$ cat src/sv/uxe_pkg.sv
// Shared types, constants and lookup functions for the XML escape encoder.
package uxe_pkg;

  localparam int unsigned CP_W   = 21;  // code point width
  localparam int unsigned QDEPTH = 2;   // job queue depth
  localparam int unsigned QPTR_W = 1;   // job queue pointer width
  localparam int unsigned QCNT_W = 2;   // job queue count width

  // Lead-byte thresholds and payload masks of UTF-8, and the printable ASCII range.
  localparam logic [7:0] LEAD4_MIN = 8'hf0;
  localparam logic [7:0] LEAD3_MIN = 8'he0;
  localparam logic [7:0] LEAD2_MIN = 8'hc0;
  localparam logic [7:0] PRINT_MAX = 8'h7e;
  localparam logic [7:0] PRINT_MIN = 8'h20;
  localparam logic [7:0] MASK_CONT = 8'h3f;
  localparam logic [7:0] MASK_L2   = 8'h1f;
  localparam logic [7:0] MASK_L3   = 8'h0f;
  localparam logic [7:0] MASK_L4   = 8'h07;

  localparam logic [7:0] CH_TAB  = 8'h09;
  localparam logic [7:0] CH_LF   = 8'h0a;
  localparam logic [7:0] CH_CR   = 8'h0d;
  localparam logic [7:0] CH_QUOT = 8'h22;
  localparam logic [7:0] CH_APOS = 8'h27;
  localparam logic [7:0] CH_AMP  = 8'h26;
  localparam logic [7:0] CH_LT   = 8'h3c;
  localparam logic [7:0] CH_GT   = 8'h3e;
  localparam logic [7:0] CH_HASH = 8'h23;
  localparam logic [7:0] CH_SEMI = 8'h3b;
  localparam logic [7:0] CH_ZERO = 8'h30;
  localparam logic [7:0] CH_A    = 8'h61;

  typedef enum logic [1:0] {
    JOB_CHAR = 2'd0,  // pass one byte through
    JOB_ENT  = 2'd1,  // named entity
    JOB_NUM  = 2'd2   // numeric reference &#h;
  } job_kind_t;

  typedef enum logic [2:0] {
    ENT_QUOT = 3'd0,
    ENT_APOS = 3'd1,
    ENT_AMP  = 3'd2,
    ENT_LT   = 3'd3,
    ENT_GT   = 3'd4
  } ent_id_t;

  typedef struct packed {
    job_kind_t        kind;
    logic [CP_W-1:0]  val;   // byte, entity id or code point
  } job_t;

  // Queue write signal from the front part.
  typedef struct packed {
    logic push;
  } q_wr_t;

  function automatic logic [2:0] ent_len(input logic [2:0] id);
    logic [2:0] len;
    case (id)
      ENT_QUOT: len = 3'd6;
      ENT_APOS: len = 3'd6;
      ENT_AMP:  len = 3'd5;
      ENT_LT:   len = 3'd4;
      ENT_GT:   len = 3'd4;
      default:  len = 3'd4;
    endcase
    return len;
  endfunction

  // Byte at position pos of the entity string.
  function automatic logic [7:0] ent_byte(input logic [2:0] id, input logic [2:0] pos);
    logic [47:0] s;
    logic [2:0]  idx;
    case (id)
      ENT_QUOT: s = "&quot;";
      ENT_APOS: s = "&apos;";
      ENT_AMP:  s = "&amp;";
      ENT_LT:   s = "&lt;";
      ENT_GT:   s = "&gt;";
      default:  s = "&gt;";
    endcase
    idx = ent_len(id) - 3'd1 - pos;
    return s[8*idx +: 8];
  endfunction

  function automatic logic [7:0] hex_char(input logic [3:0] d);
    logic [7:0] c;
    if (d < 4'd10) begin
      c = CH_ZERO + {4'd0, d};
    end else begin
      c = CH_A + {4'd0, d} - 8'd10;
    end
    return c;
  endfunction

endpackage

$ cat src/sv/uxe_if.sv
// Stream interfaces for the encoder's input bytes and output characters.
interface uxe_in_if;
  logic       valid;
  logic       ready;
  logic [7:0] in_byte;

  modport source (output valid, output in_byte, input ready);
  modport sink   (input valid, input in_byte, output ready);
endinterface

interface uxe_out_if;
  logic       valid;
  logic       ready;
  logic [7:0] out_char;
  logic       out_last;

  modport source (output valid, output out_char, output out_last, input ready);
  modport sink   (input valid, input out_char, input out_last, output ready);
endinterface

$ cat src/sv/uxe_front.sv
// Front part: accepts input bytes, tracks UTF-8 sequences and queues emit jobs.
module uxe_front (
  input  logic          clk,
  input  logic          rst_n,
  uxe_in_if.sink        in_ch,
  input  logic          q_full,
  output uxe_pkg::q_wr_t q_wr,
  output uxe_pkg::job_t push_job
);
  import uxe_pkg::*;

  logic [1:0]      rem_r, rem_nxt;
  logic [CP_W-1:0] acc_r, acc_nxt;
  logic [CP_W-1:0] acc_or;
  logic [7:0]      c;
  logic            fire;
  logic            push;
  logic [4:0]      sh;

  assign in_ch.ready = !q_full;
  assign fire        = in_ch.valid && in_ch.ready;
  assign c           = in_ch.in_byte;
  assign sh          = 5'd6 * {3'd0, rem_r - 2'd1};
  assign acc_or      = acc_r | (CP_W'(c & MASK_CONT) << sh);

  always_comb begin
    rem_nxt  = rem_r;
    acc_nxt  = acc_r;
    push     = 1'b0;
    push_job = '{kind: JOB_CHAR, val: CP_W'(c)};
    if (rem_r != 2'd0) begin
      rem_nxt = rem_r - 2'd1;
      acc_nxt = acc_or;
      if (rem_r == 2'd1) begin
        push     = 1'b1;
        push_job = '{kind: JOB_NUM, val: acc_or};
        acc_nxt  = '0;
      end
    end else if (c >= LEAD4_MIN) begin
      acc_nxt = CP_W'(c & MASK_L4) << 18;
      rem_nxt = 2'd3;
    end else if (c >= LEAD3_MIN) begin
      acc_nxt = CP_W'(c & MASK_L3) << 12;
      rem_nxt = 2'd2;
    end else if (c >= LEAD2_MIN) begin
      acc_nxt = CP_W'(c & MASK_L2) << 6;
      rem_nxt = 2'd1;
    end else begin
      push = 1'b1;
      case (c)
        CH_QUOT: push_job = '{kind: JOB_ENT, val: CP_W'(ENT_QUOT)};
        CH_APOS: push_job = '{kind: JOB_ENT, val: CP_W'(ENT_APOS)};
        CH_AMP:  push_job = '{kind: JOB_ENT, val: CP_W'(ENT_AMP)};
        CH_LT:   push_job = '{kind: JOB_ENT, val: CP_W'(ENT_LT)};
        CH_GT:   push_job = '{kind: JOB_ENT, val: CP_W'(ENT_GT)};
        default: begin
          if ((c >= PRINT_MIN && c <= PRINT_MAX) || c == CH_TAB || c == CH_LF ||
              c == CH_CR) begin
            push_job = '{kind: JOB_CHAR, val: CP_W'(c)};
          end else begin
            push_job = '{kind: JOB_NUM, val: CP_W'(c)};
          end
        end
      endcase
    end
  end

  assign q_wr.push = fire && push;

  always_ff @(posedge clk) begin
    if (!rst_n) begin
      rem_r <= '0;
      acc_r <= '0;
    end else if (fire) begin
      rem_r <= rem_nxt;
      acc_r <= acc_nxt;
    end
  end

endmodule

$ cat src/sv/uxe_queue.sv
// Two-entry job queue between the front and back parts.
module uxe_queue (
  input  logic           clk,
  input  logic           rst_n,
  input  uxe_pkg::q_wr_t q_wr,
  input  uxe_pkg::job_t  push_job,
  output logic           full,
  output logic           q_valid,
  output uxe_pkg::job_t  q_job,
  input  logic           pop
);
  import uxe_pkg::*;

  job_t              mem_r [QDEPTH];
  logic [QPTR_W-1:0] wr_ptr_r, rd_ptr_r;
  logic [QCNT_W-1:0] cnt_r;
  logic              do_pop;

  assign full    = (cnt_r == QCNT_W'(QDEPTH));
  assign q_valid = (cnt_r != '0);
  assign q_job   = mem_r[rd_ptr_r];
  assign do_pop  = pop && q_valid;

  always_ff @(posedge clk) begin
    if (q_wr.push) begin
      mem_r[wr_ptr_r] <= push_job;
    end
  end

  always_ff @(posedge clk) begin
    if (!rst_n) begin
      wr_ptr_r <= '0;
      rd_ptr_r <= '0;
      cnt_r    <= '0;
    end else begin
      if (q_wr.push) wr_ptr_r <= wr_ptr_r + 1'b1;
      if (do_pop)    rd_ptr_r <= rd_ptr_r + 1'b1;
      case ({q_wr.push, do_pop})
        2'b10:   cnt_r <= cnt_r + 1'b1;
        2'b01:   cnt_r <= cnt_r - 1'b1;
        default: cnt_r <= cnt_r;
      endcase
    end
  end

endmodule

$ cat src/sv/uxe_back.sv
// Back part: expands one job at a time into output characters.
module uxe_back (
  input  logic          clk,
  input  logic          rst_n,
  input  logic          q_valid,
  input  uxe_pkg::job_t q_job,
  output logic          pop,
  uxe_out_if.source     out_ch
);
  import uxe_pkg::*;

  logic        cur_valid_r;
  job_t        cur_r;
  logic [3:0]  pos_r;
  logic [2:0]  ndig;
  logic [2:0]  dig_idx;
  logic [23:0] val24;
  logic [7:0]  ch;
  logic        last;
  logic        fire;
  logic        load;

  assign val24 = {3'd0, cur_r.val};

  // Hex digits needed, leading zeros dropped, at least one.
  always_comb begin
    if (val24[23:20] != 4'd0)      ndig = 3'd6;
    else if (val24[19:16] != 4'd0) ndig = 3'd5;
    else if (val24[15:12] != 4'd0) ndig = 3'd4;
    else if (val24[11:8] != 4'd0)  ndig = 3'd3;
    else if (val24[7:4] != 4'd0)   ndig = 3'd2;
    else                           ndig = 3'd1;
  end

  assign dig_idx = ndig + 3'd1 - pos_r[2:0];

  always_comb begin
    ch   = cur_r.val[7:0];
    last = 1'b1;
    case (cur_r.kind)
      JOB_CHAR: begin
        ch   = cur_r.val[7:0];
        last = 1'b1;
      end
      JOB_ENT: begin
        ch   = ent_byte(cur_r.val[2:0], pos_r[2:0]);
        last = (pos_r[2:0] == ent_len(cur_r.val[2:0]) - 3'd1);
      end
      JOB_NUM: begin
        last = (pos_r == {1'b0, ndig} + 4'd2);
        if (pos_r == 4'd0)      ch = CH_AMP;
        else if (pos_r == 4'd1) ch = CH_HASH;
        else if (last)          ch = CH_SEMI;
        else                    ch = hex_char(val24[4*dig_idx +: 4]);
      end
      default: begin
        ch   = cur_r.val[7:0];
        last = 1'b1;
      end
    endcase
  end

  assign out_ch.valid    = cur_valid_r;
  assign out_ch.out_char = ch;
  assign out_ch.out_last = last;

  assign fire = cur_valid_r && out_ch.ready;
  assign load = !cur_valid_r || (fire && last);
  assign pop  = load && q_valid;

  always_ff @(posedge clk) begin
    if (load) begin
      cur_r <= q_job;
    end
  end

  always_ff @(posedge clk) begin
    if (!rst_n) begin
      cur_valid_r <= 1'b0;
      pos_r       <= '0;
    end else if (load) begin
      cur_valid_r <= q_valid;
      pos_r       <= '0;
    end else if (fire) begin
      pos_r <= pos_r + 4'd1;
    end
  end

endmodule

$ cat src/sv/utf8_xml_escape_encoder.sv
// Top level of the XML character escaper with UTF-8 numeric references.
//
//   Channel   Direction   Payload              Meaning of one beat
//   in_ch     sink        in_byte[7:0]         one raw byte of text
//   out_ch    source      out_char, out_last   one escaped ASCII byte
//
// Plain text passes at one beat per cycle in and out while the output is not
// stalled, registered in the job queue and then in the back emitter's current
// job. An escape emits one output beat per character, up to nine characters
// for a six-digit numeric reference, and input continues until the two-entry
// job queue fills. Lead and middle bytes of a UTF-8 sequence give no beat.
// Reset is synchronous and active low and clears queue and sequence state.
// Either side may stall at any time without loss or duplication.
module utf8_xml_escape_encoder (
  input  logic      clk,
  input  logic      rst_n,
  uxe_in_if.sink    in_ch,
  uxe_out_if.source out_ch
);
  import uxe_pkg::*;

  // The front decodes sequence state and classifies each single byte or finished
  // sequence into a job: pass through, named entity, or numeric reference with its value.
  q_wr_t q_wr;
  job_t  push_job;
  logic  q_full;
  logic  q_valid;
  job_t  q_job;
  logic  pop;

  uxe_front u_front (
    .clk      (clk),
    .rst_n    (rst_n),
    .in_ch    (in_ch),
    .q_full   (q_full),
    .q_wr     (q_wr),
    .push_job (push_job)
  );

  // The queue decouples the two sides so a long escape does not stop input
  // right away.
  uxe_queue u_queue (
    .clk      (clk),
    .rst_n    (rst_n),
    .q_wr     (q_wr),
    .push_job (push_job),
    .full     (q_full),
    .q_valid  (q_valid),
    .q_job    (q_job),
    .pop      (pop)
  );

  // The back holds the current job and steps through its characters; it
  // loads the next job in the same cycle the last character is taken.
  uxe_back u_back (
    .clk     (clk),
    .rst_n   (rst_n),
    .q_valid (q_valid),
    .q_job   (q_job),
    .pop     (pop),
    .out_ch  (out_ch)
  );

endmodule

$ cat src/flat_wrapper.sv
// flat-port wrapper written by rule: the top's interface ports become plain ports
module utf8_xml_escape_encoder_flat import uxe_pkg::*;
  (clk, rst_n, in_ch_valid, in_ch_in_byte, in_ch_ready, out_ch_valid, out_ch_out_char, out_ch_out_last, out_ch_ready);
  uxe_in_if in_ch_i ();
  uxe_out_if out_ch_i ();
  input  logic clk;
  input  logic rst_n;
  input wire logic [$bits(in_ch_i.valid)-1:0] in_ch_valid;
  input wire logic [$bits(in_ch_i.in_byte)-1:0] in_ch_in_byte;
  output wire logic [$bits(in_ch_i.ready)-1:0] in_ch_ready;
  output wire logic [$bits(out_ch_i.valid)-1:0] out_ch_valid;
  output wire logic [$bits(out_ch_i.out_char)-1:0] out_ch_out_char;
  output wire logic [$bits(out_ch_i.out_last)-1:0] out_ch_out_last;
  input wire logic [$bits(out_ch_i.ready)-1:0] out_ch_ready;
  assign in_ch_i.valid = in_ch_valid;
  assign in_ch_i.in_byte = in_ch_in_byte;
  assign in_ch_ready = in_ch_i.ready;
  assign out_ch_valid = out_ch_i.valid;
  assign out_ch_out_char = out_ch_i.out_char;
  assign out_ch_out_last = out_ch_i.out_last;
  assign out_ch_i.ready = out_ch_ready;
  utf8_xml_escape_encoder u_core (.clk(clk), .rst_n(rst_n), .in_ch(in_ch_i), .out_ch(out_ch_i));
endmodule
$ cat config.mk
export PLATFORM = sky130hd
export DESIGN_NAME = utf8_xml_escape_encoder_flat
export DESIGN_NICKNAME = d
export VERILOG_FILES = /design/src/sv/uxe_pkg.sv /design/src/sv/uxe_if.sv /design/src/sv/uxe_front.sv /design/src/sv/uxe_queue.sv /design/src/sv/uxe_back.sv /design/src/sv/utf8_xml_escape_encoder.sv /design/src/flat_wrapper.sv
export SDC_FILE = /design/constraint.sdc
export NUM_CORES = 1
export LEC_CHECK = 0
export ABC_CLOCK_PERIOD_IN_PS = 3700
export BUFFER_PORTS_ARGS = -buffer_cell sky130_fd_sc_hd__buf_2
export CAP_MARGIN = 10
export CORE_UTILIZATION = 55
export DETAILED_ROUTE_END_ITERATION = 10
export PLACE_DENSITY = 0.75
export SLEW_MARGIN = 20
export SYNTH_ARGS = -nofsm -noshare
export SYNTH_HDL_FRONTEND = slang
export SYNTH_HIERARCHICAL = 1
export SYNTH_SLANG_ARGS = --single-unit
$ cat constraint.sdc
create_clock -name clk -period 3.7 [get_ports clk]
set_clock_uncertainty 0.1 [all_clocks]
set_input_delay 0.185 -clock clk [delete_from_list [all_inputs] [get_ports clk]]
set_output_delay 0.185 -clock clk [all_outputs]
set_load 0.01 [all_outputs]
==> results.toml <==
[floorplan]
num_rows = 37
die-area_um2 = 11220
io_pins = 23
initial_utilization = 0.5703
die_h_um = 105.9
core_um2 = 10420
die_x_um = 105.9

[cts]
clkSinkCount = 102
ctsHoldBuffers = 0
cts_made_buffers = 9
clkTransAtPathRegs_ns = 0.10
clockRootBuffer = "clkbuf_8"
worstSkewPairLatency_ns = 0.36
h-tree-depth = 3
cts_tree = "done"
clk_path_buf_depth = 2

[timing]
slew_headroom = 0.3375
setup_slack_ns = -0.4755
setup_viol = 6
rsz0062_at_grt = "true"
hold_violations = 0
final_max_slew_viol_count = 0
fmax_mhz = 239.5
period_share = 1.129
worst_pin_slew_ns = 0.9924
fin_crit_ns = 4.176

[cells_and_area]
drive_above_1_share = 0.2143
diodes = 0
syn_to_final_growth_pct = 10.32
nets = 627
utilization = 0.6292

[routing]
first_pass_iters = 5
wl_per_cell_um = 17.71
drt_iter0_drc = 394
antenna_left = 0
viasPerCell = 6.211
drt-total-wl_mm = 13.07
num_vias = 4584
drc = 0

[worst_setup_path]
crit_path_end_kind = "primary output"
crit_fanout = 4
slowest_delay_ns = 0.44
worstPathCellList = "nor4_4, inv_1, o21ai_0, a21oi_1, ha_1, ha_4, xor2_1, xnor2_1, xor2_1, buf_4, mux2i_4, ha_4, and4b_2, o21ai_2, mux2i_1, a21oi_2, a221oi_2, buf_2"
slowest_stage = "edfxtp_1"
path_class = "flip-flop to primary output"
cp_top_family = "compound AO/OA/AOI/OAI gates"
cp.arrival_ns = 3.89
worstSetupStartpointType = "flip-flop"
crit_buf_inv = 3
crit_required_ns = 3.41

[power]
p_switching_mw = 1.989
power.share.combinational = 0.524
power_mw = 5.017
clkPwrFrac = 0.130
internal-power_mw = 3.028
power_density_nw_per_um2 = 765.6
ir_worst_vdd_uv = 613.4
seq_power_share = 0.345
p_sw_frac = 0.3964
p_leak_nw = 2.380

[placement]
numPortBuffers = 22
dpl_worst_slack_ns = -0.1274
gp_congestion = 0.9243
hpwl_mm = 8.960

[synth]
synth_seq_cells = 102
avgSynthCellArea_um2 = 10.46
mappedNetlistArea_um2 = 5941
yosysSeqAreaShare = 0.4600
ys_types = 82
synth_edf_count = 69
synth_nets = 598
synthArstFlopShare = 0
yosys_warnings = 6
postSynthCellCount = 568
synth_top_flop_cell = "edfxtp_1"

[status]
status = "finished with violations"
failed_checks = "negative setup slack"

[grt]
grt_usage = 0.2448
antenna_found_initial = 0
grt_pass1_vias = 4468
grt_pass1_wl_mm = 21.65
grt_max_degree = 35
overflow = 0

[job]
cap_violations = 0

[worst_hold_path]
min_path_type = "input port to flip-flop"
[flip-flops by register name, indices dropped and copies added, names as in the netlist, named ones only]
| name | count |
|---|---|
| u_core/u_back/cur_r | 23 |
| u_core/u_back/pos_r | 4 |
| u_core/u_queue/rd_ptr_r | 1 |
| u_core/u_queue/wr_ptr_r | 1 |
| u_core/u_queue/mem_r | 46 |
| u_core/u_queue/cnt_r | 2 |
| u_core/u_back/out_ch.valid | 1 |
| u_core/u_front/acc_r | 21 |
| u_core/u_front/rem_r | 2 |
[layout by cell type, fill, tap and decap left out, types with 4 or more instances in the layout]
cell      instances
xnor2_1          11
nand3_1          14
a21boi_1          4
a211o_1           4
mux2_2           23
a31oi_1          10
mux4_2            4
a21oi_1          27
buf_4            30
mux2i_1           6
inv_1            19
buf_2            22
nor3b_1           6
o21ai_1           4
and3_1            6
nand2b_1         15
nand3b_1          4
o21ai_0          34
a22oi_1           9
edfxtp_1         69
and2_1            4
nand2_1          46
nor3_1            6
nor2_1           36
clkbuf_8          9
a221oi_1          7
nor4_4            4
nor2b_1          17
o22ai_1           6
ha_1             14
dfxtp_1          33
[synthesized netlist by cell type, drive strengths merged (4+ instances only)]
| master | instances | area, µm² |
|---|---|---|
| nand2b | 15 | 93.84 |
| nand2 | 46 | 172.7 |
| mux4 | 4 | 90.09 |
| a21oi | 30 | 153.9 |
| xnor2 | 11 | 96.34 |
| a221oi | 9 | 85.08 |
| dfxtp | 33 | 660.6 |
| a22oi | 9 | 67.56 |
| or2 | 4 | 25.03 |
| mux2i | 7 | 82.58 |
| nor3b | 6 | 45.04 |
| nand3 | 14 | 70.07 |
| a211o | 4 | 35.03 |
| inv | 21 | 78.82 |
| nor2 | 37 | 138.9 |
| edfxtp | 69 | 2072 |
| clkbuf | 16 | 61.30 |
| buf | 21 | 137.6 |
| nor2b | 17 | 106.4 |
| a21boi | 6 | 45.04 |
| ha | 17 | 212.7 |
| and3 | 7 | 45.05 |
| a31oi | 11 | 68.82 |
| mux2 | 24 | 274.0 |
| o21ai | 39 | 195.2 |
| and2 | 5 | 31.28 |
| nor4 | 7 | 92.59 |
| o22ai | 6 | 37.54 |
| nor3 | 7 | 46.30 |
| nand3b | 5 | 41.29 |
[final cells by class]
type | instances | area (µm²)
clock inverter | 6 | 55.05
fill | 828 | 3862
multi-input combinational | 408 | 3020
sequential | 102 | 2733
tap | 136 | 170.2
timing repair buffer | 55 | 369.1
inverter | 21 | 78.83
clock buffer | 10 | 127.6
[routing by layer]
metal / wire length [µm] / part of all wire / track usage / up-vias
met4: 538 / 0.041 / 0.1250 / 0
met5: 0 / 0 / 0 / -
met1: 5433 / 0.42 / 0.3040 / 2147
met3: 798 / 0.061 / 0.03617 / 51
li1: - / - / - / 2177
met2: 6298 / 0.48 / 0.4155 / 209
[worst paths after layout]
kind                           start                      end  slack [ns]  cells past startpoint
max           u_core/u_back/cur_r[9]       out_ch_out_char[2]       -0.48                     18
min                     out_ch_ready   u_core/u_back/pos_r[2]        0.12                      5
max reg2reg   u_core/u_back/cur_r[9]  u_core/u_queue/cnt_r[1]        0.16                     16
min reg2reg  u_core/u_front/rem_r[1]  u_core/u_front/rem_r[1]        0.38                      2
[through the flow]
| step | hold slack, ns | std cells | cell area, µm² | TNS, ns |
|---|---|---|---|---|
| detailed placement | 0.3627 | 715 | 6240 | -0.1274 |
| global placement | 0.3518 | 715 | 6240 | -0.03533 |
| finish | 0.1191 | 738 | 6554 | -1.876 |
| global route | 0.1244 | 738 | 6554 | -3.113 |
| floorplan | 0.1988 | 568 | 5961 | -0.008830 |
| CTS | 0.1044 | 733 | 6472 | -1.121 |
[worst register-to-register path, cell delays in order, from the launching register on]
cell and delay (ns):
edfxtp_1 0.44, nor4_4 0.33, nand2_1 0.10, a31oi_2 0.22, buf_4 0.14, buf_4 0.09
buf_4 0.09, ha_1 0.21, nand3b_1 0.17, a221oi_2 0.23, a21o_1 0.22, a21bo_4 0.15
and2_4 0.13, o21a_1 0.16, ha_4 0.22, or3_1 0.36, a21boi_1 0.14
[kinds of logic after synthesis]
family	share of synthesized area
buffers and inverters	0.04675
AOI/OAI and AO/OA	0.1754
DFF	0.4600
and+or+nand+nor	0.1790
xor gates and xnor gates	0.02443
muxes	0.07519
adders and majority gates	0.03917
[power groups by stage]
stage	Sequential (mW)	Clock [mW]	Combinational [mW]
6_report	1.73	0.654	2.63
2_1_floorplan	1.68	0	1.74
4_1_cts	1.73	0.667	2.45
3_3_place_gp	1.73	0	2.31
3_5_place_dp	1.75	0	2.37
5_1_grt	1.77	0.713	2.86
[repair_timing]
| action | CTS | global route |
|---|---|---|
| cloned | 0 | 0 |
| endpoints found under the setup margin | 6 | 7 |
| pin swaps | 3 | 15 |
| resized for setup | 5 | 9 |
| buffers inserted | 2 | 5 |
Power figures use the tool's default switching activity.
